===== src/sv/lifegen_pkg.sv =====
// ----------------------------------------------------------------------------
// lifegen_pkg
// Shared types, grid constants and helpers for the bounded Game of Life block.
// ----------------------------------------------------------------------------
package lifegen_pkg;

	// Grid geometry.
	localparam int GRID_ROWS  = 32;
	localparam int GRID_COLS  = 64;
	localparam int CELL_COUNT = GRID_ROWS * GRID_COLS;

	// Field widths of the command port.
	localparam int ROW_W  = 5;
	localparam int COL_W  = 6;
	localparam int FUNC_W = 2;

	// Internal widths derived from the grid size.
	localparam int ADDR_W  = $clog2(CELL_COUNT);
	localparam int CROW_W  = $clog2(GRID_ROWS);
	localparam int CCOL_W  = $clog2(GRID_COLS);

	// Generation sweep timing: the read of a cell reaches the window through the
	// bank read register and the shift line, plus one row of look-ahead.
	localparam int WR_START  = GRID_COLS + 3;
	localparam int SCAN_LAST = CELL_COUNT + GRID_COLS + 2;
	localparam int SCAN_W    = $clog2(SCAN_LAST + 1);
	localparam int LINE_LEN  = 2 * GRID_COLS + 3;

	// B3/S23 rule constants.
	localparam int BORN_COUNT  = 3;
	localparam int CROWD_COUNT = 4;

	// Operation codes.
	localparam logic [FUNC_W-1:0] FUNC_WRITE   = 2'd0;
	localparam logic [FUNC_W-1:0] FUNC_ADVANCE = 2'd1;
	localparam logic [FUNC_W-1:0] FUNC_READ    = 2'd2;

	typedef logic [ADDR_W-1:0] addr_t;

	typedef enum logic [2:0] {
		ST_CLEAR,
		ST_IDLE,
		ST_WRITE,
		ST_READ,
		ST_ADV,
		ST_DONE
	} state_t;

	// Commands from the controller to the datapath.
	typedef struct packed {
		logic clear_en;
		logic load;
		logic scan_rst;
		logic do_write;
		logic do_read;
		logic adv_en;
		logic swap;
		logic result;
	} cmd_t;

	// Status from the datapath to the controller.
	typedef struct packed {
		logic clr_last;
		logic adv_last;
	} sts_t;

	// Linear cell address in row-major order.
	function automatic addr_t cell_addr(input logic [7:0] row, input logic [7:0] col);
		logic [15:0] lin;
		lin = 16'(row) * 16'(GRID_COLS) + 16'(col);
		return lin[ADDR_W-1:0];
	endfunction

endpackage


===== src/sv/lifegen_ctrl.sv =====
// ----------------------------------------------------------------------------
// lifegen_ctrl
// Controller state machine: sequences clear, write, read and generation steps.
// ----------------------------------------------------------------------------
module lifegen_ctrl (
	input  logic                      clk,
	input  logic                      arst_n,
	input  logic                      start,
	input  logic [lifegen_pkg::FUNC_W-1:0] func,
	input  lifegen_pkg::sts_t         sts,
	output lifegen_pkg::cmd_t         cmd,
	output logic                      busy,
	output logic                      done
);
	import lifegen_pkg::*;

	state_t state_q;
	state_t state_d;

	always_ff @(posedge clk or negedge arst_n) begin
		if (!arst_n) begin
			state_q <= ST_CLEAR;
		end else begin
			state_q <= state_d;
		end
	end

	// Next state.
	always_comb begin
		state_d = state_q;
		case (state_q)
			ST_CLEAR: begin
				if (sts.clr_last) begin
					state_d = ST_IDLE;
				end
			end
			ST_IDLE: begin
				if (start) begin
					case (func)
						FUNC_WRITE:   state_d = ST_WRITE;
						FUNC_READ:    state_d = ST_READ;
						FUNC_ADVANCE: state_d = ST_ADV;
						default:      state_d = ST_DONE;
					endcase
				end
			end
			ST_WRITE: state_d = ST_DONE;
			ST_READ:  state_d = ST_DONE;
			ST_ADV: begin
				if (sts.adv_last) begin
					state_d = ST_DONE;
				end
			end
			ST_DONE:  state_d = ST_IDLE;
			default:  state_d = ST_IDLE;
		endcase
	end

	// Outputs.
	always_comb begin
		cmd  = '0;
		busy = 1'b1;
		done = 1'b0;
		case (state_q)
			ST_CLEAR: cmd.clear_en = 1'b1;
			ST_IDLE: begin
				busy         = 1'b0;
				cmd.load     = start;
				cmd.scan_rst = 1'b1;
			end
			ST_WRITE: cmd.do_write = 1'b1;
			ST_READ:  cmd.do_read  = 1'b1;
			ST_ADV: begin
				cmd.adv_en = 1'b1;
				cmd.swap   = sts.adv_last;
			end
			ST_DONE: begin
				done       = 1'b1;
				cmd.result = 1'b1;
			end
			default: begin
				busy = 1'b1;
			end
		endcase
	end

endmodule


===== config.mk =====
export PLATFORM = sky130hd
export DESIGN_NAME = lifegen_ctrl
export DESIGN_NICKNAME = d
export VERILOG_FILES = /design/src/sv/lifegen_pkg.sv /design/src/sv/lifegen_ctrl.sv
export SDC_FILE = /design/constraint.sdc
export NUM_CORES = 1
export LEC_CHECK = 0
export BUFFER_PORTS_ARGS = -buffer_cell sky130_fd_sc_hd__buf_2
export CAP_MARGIN = 0
export CORE_AREA = 3 3 40 42
export DETAILED_ROUTE_END_ITERATION = 7
export DIE_AREA = 0 0 43 45
export MAX_ROUTING_LAYER = met4
export RECOVER_POWER = 100
export SLEW_MARGIN = 10
export SYNTH_ARGS = -nofsm -noshare
export SYNTH_HDL_FRONTEND = slang
export SYNTH_SLANG_ARGS = --single-unit

===== constraint.sdc =====
create_clock -name clk -period 1.65 [get_ports clk]
set_input_delay 0.2475 -clock clk [delete_from_list [all_inputs] [get_ports clk]]
set_output_delay 0.2475 -clock clk [all_outputs]
set_load 0.1 [all_outputs]

Word-level counts from Yosys, hierarchy flattened. Cells that the tools add are included.

Input port bits: 7. Output and inout bits: 10. Register bits after elaboration: 3. Word-level logic and storage cells: 27.

Muxes and demuxes: 12. Equality and inequality tests: 10. Reduce and logical (&&, ||, !) cells: 4.

Operator list (count): one-hot mux 3 bit (4 select lines) (1); 2-to-1 mux 3 bit (3); one-hot mux 3 bit (3 select lines) (1); == test 3 x 2 -> 1 bit, second input constant (2); == test 3 bit, second input constant (2); != test 2 bit, second input constant (3); 2-to-1 mux 1 bit (5); 2-to-1 mux 2 bit (2); == test 3 x 1 -> 1 bit, second input constant (1); logical NOT 3 bit (1); AND reduction 3 bit (1); == test 2 x 1 -> 1 bit, second input constant (1); == test 2 bit, second input constant (1); logical NOT 2 bit (1); OR reduction 2 bit (1).

Logic depth before layout (Yosys ltp).
Depth in word-level cells: 4. Depth in mapped cells: 4. Mapped depth without buffers: 3.

Worst setup path after synthesis. Ideal clock, no wire load.

Path type: reg2out. Start point: register state_q[0]. End point: output cmd[4] (netlist name). Buffers on the path: 1. Arrival: 2.714 ns. Stages on the path, launching flop included: 3. Path slack: -1.312 ns. Required time: 1.402 ns. Path through: dfrtp_1 > buf_2 > nor3b_1.

RTL lines: from (decl) (RTL line lifegen_ctrl.sv:17) `state_t state_q;`; from (signal assigned) (RTL line lifegen_ctrl.sv:24) `state_q <= state_d;`; to (decl) (RTL line lifegen_ctrl.sv:11) `output lifegen_pkg::cmd_t cmd,`.

==> impl_metrics.env <==
export IMPL_outcome="completed"
export IMPL_port_buffers=16
export IMPL_syn_nets=32
export IMPL_dp_hpwl_um=465
export IMPL_synth_cells=25
export IMPL_cp_arrival_ns=1.32
export IMPL_finalCriticalPeriod_ns=1.57
export IMPL_syn2layout_area_growth_pct=129
export IMPL_avgSynthCellArea_sq_um=8.41
export IMPL_cts_sinks=3
export IMPL_hold_viol_final=0
export IMPL_rrSetupSlack_ns=0.51
export IMPL_hold_end="state_q[1]"
export IMPL_drive_above_1_share_pct=68.1
export IMPL_numCtsBuffers=3
export IMPL_fp_dieW_um=43
export IMPL_path_clk_slew_ns=0.04
export IMPL_multi_input_area_sq_um=144
export IMPL_async_flop_share_pct=100
export IMPL_ioPinCount=17
export IMPL_fmax_ghz=0.636
export IMPL_firstDrtPassIters=3
export IMPL_seqCellArea_sq_um=78.8
export IMPL_clockBufferDepth=2
export IMPL_die_area_sq_um=1940
export IMPL_cts_htree_levels=1
export IMPL_ant_nets=0
export IMPL_synth_ff_type="dfrtp_1"
export IMPL_vias_per_cell=4.26
export IMPL_cts_root_buf="clkbuf_4"
export IMPL_ys_warn_count=0
export IMPL_layout_common_cells="clkbuf_4 (5), buf_2 (5), buf_12 (5)"
export IMPL_rows=13
export IMPL_hold_path_depth=2
export IMPL_core_sq_um=1280
export IMPL_gp_congestion=0.647
export IMPL_min_from="func[0]"
export IMPL_largest_reg_flops=3
export IMPL_ys_seq_area_share_pct=35.7
export IMPL_crit_path_end_kind="primary output"
export IMPL_crit_reg2reg_launch="state_q[0]"
export IMPL_path_max_fanout=8
export IMPL_path_class="flip-flop to primary output"
export IMPL_required_ns=1.40
export IMPL_skew_ns=0.00266
export IMPL_tns_ns=0
export IMPL_start_kind="flip-flop"
export IMPL_timing_rr_end="state_q[0]"
export IMPL_diodes=0
export IMPL_drt_wl_total_um=648
export IMPL_drt_initial_drc_count=4
export IMPL_grt_overflow_total=0
export IMPL_grtUsageTotal_pct=8.51
export IMPL_maxSlewHeadroom_pct=75.3
export IMPL_holdWs_ns=0.179
export IMPL_grt_pass1_vias=261
export IMPL_largest_register="state_q"
export IMPL_ys_ff_latch=3
export IMPL_tightest_slew_ns=0.368
export IMPL_nFillCells=138
export IMPL_setup_violations=0
export IMPL_cts_tree="built"
export IMPL_grt_max_degree=12
export IMPL_fin_nets=55
export IMPL_drv_cap=0
export IMPL_reg_largest_list="state_q: 3 flops"
export IMPL_place_inst=54
export IMPL_synth_edf_count=0
export IMPL_yosysUniqueCellTypes=20
export IMPL_hp_class="primary input to flip-flop"
export IMPL_antenna_found_initial=0
export IMPL_routedWlPerCell_um=10.5
export IMPL_post_route_period_util_pct=95.3
export IMPL_rsz0062_at_grt="false"
export IMPL_dieHeight_um=45
export IMPL_clk_latency_ns=0.23
export IMPL_initial_core_util_pct=16.4
export IMPL_vias=264
export IMPL_rr_worst_depth=4
export IMPL_synthesis_area_sq_um=210
export IMPL_drc=0
export IMPL_grt_pass1_wl_um=1100
export IMPL_drv_slew=0
export IMPL_layout_cells_non_filler=62
cells in the mapped netlist, drive strengths merged, types with 2 or more instances:
library cell	count	area [sq um]
and3	2	12.5
nor3b	2	20.0
nor2	2	7.51
dfrtp	3	75.1
nand2	2	7.51
buf	2	12.5
worst max-delay path by stage:
stage / startpoint / to / slack, ns / cells after the start
2_1_floorplan: state_q[0] / cmd[1] / -0.46 / 3
3_3_place_gp: state_q[0] / cmd[1] / 0.25 / 3
3_5_place_dp: state_q[0] / cmd[1] / 0.22 / 3
4_1_cts: state_q[1] / cmd[1] / 0.0001 / 3
5_1_grt: state_q[1] / cmd[1] / 0.006 / 3
6_report: state_q[1] / cmd[1] / 0.08 / 3
kinds of logic (layout without fill, tap and decap cells):
logic type             after synthesis  count (layout)  synth area share, %
buffers and inverters                3              25                 7.74
AND/OR/NAND/NOR                     16              16                 47.0
flip-flops                           3               3                 35.7
AO/OA/AOI/OAI                        3               3                 9.52
area by class of cell:
type,count,area share (%)
Sequential cell,3,16.4
Multi-Input combinational cell,19,29.9
Clock buffer,4,5.45
Inverter,1,1.56
Timing Repair Buffer,20,42.9
Tap cell,15,3.90
worst max-delay path: stages (launching register included):
cell and delay, ns:
dfrtp_2 0.46, nor3b_4 0.27, and2_4 0.20, buf_12 0.16
stage by stage:
step           cell area (sq um)  utilization (%)  setup WS (ns)
5_1_grt                      482             37.5        0.00646
3_5_place_dp                 475             37.0          0.224
6_report                     482             37.5         0.0775
4_1_cts                      514             40.0       0.000126
2_1_floorplan                245                -         -0.458
3_3_place_gp                 475             37.0          0.246
per-layer routing:
layer  track usage, %  vias to the layer above  routed length [um]
met5                -                        -                   0
met4             10.8                        0                  19
met3             2.39                        2                  46
met2             9.28                       16                 270
met1             10.7                      116                 312
li1                 -                      130                   -
repair_timing:
action / in CTS / in global routing
pin swaps: 0 / 2
endpoints found under the hold margin: 3 / 0
resized for setup: 2 / 2
hold buffers: 1 / 0
endpoints found under the setup margin: 1 / 3
buffers inserted: 0 / 3
Power is left out: the tool's default activity adds up to more than one toggle a clock period on the data nets, which glitch-free logic cannot reach.
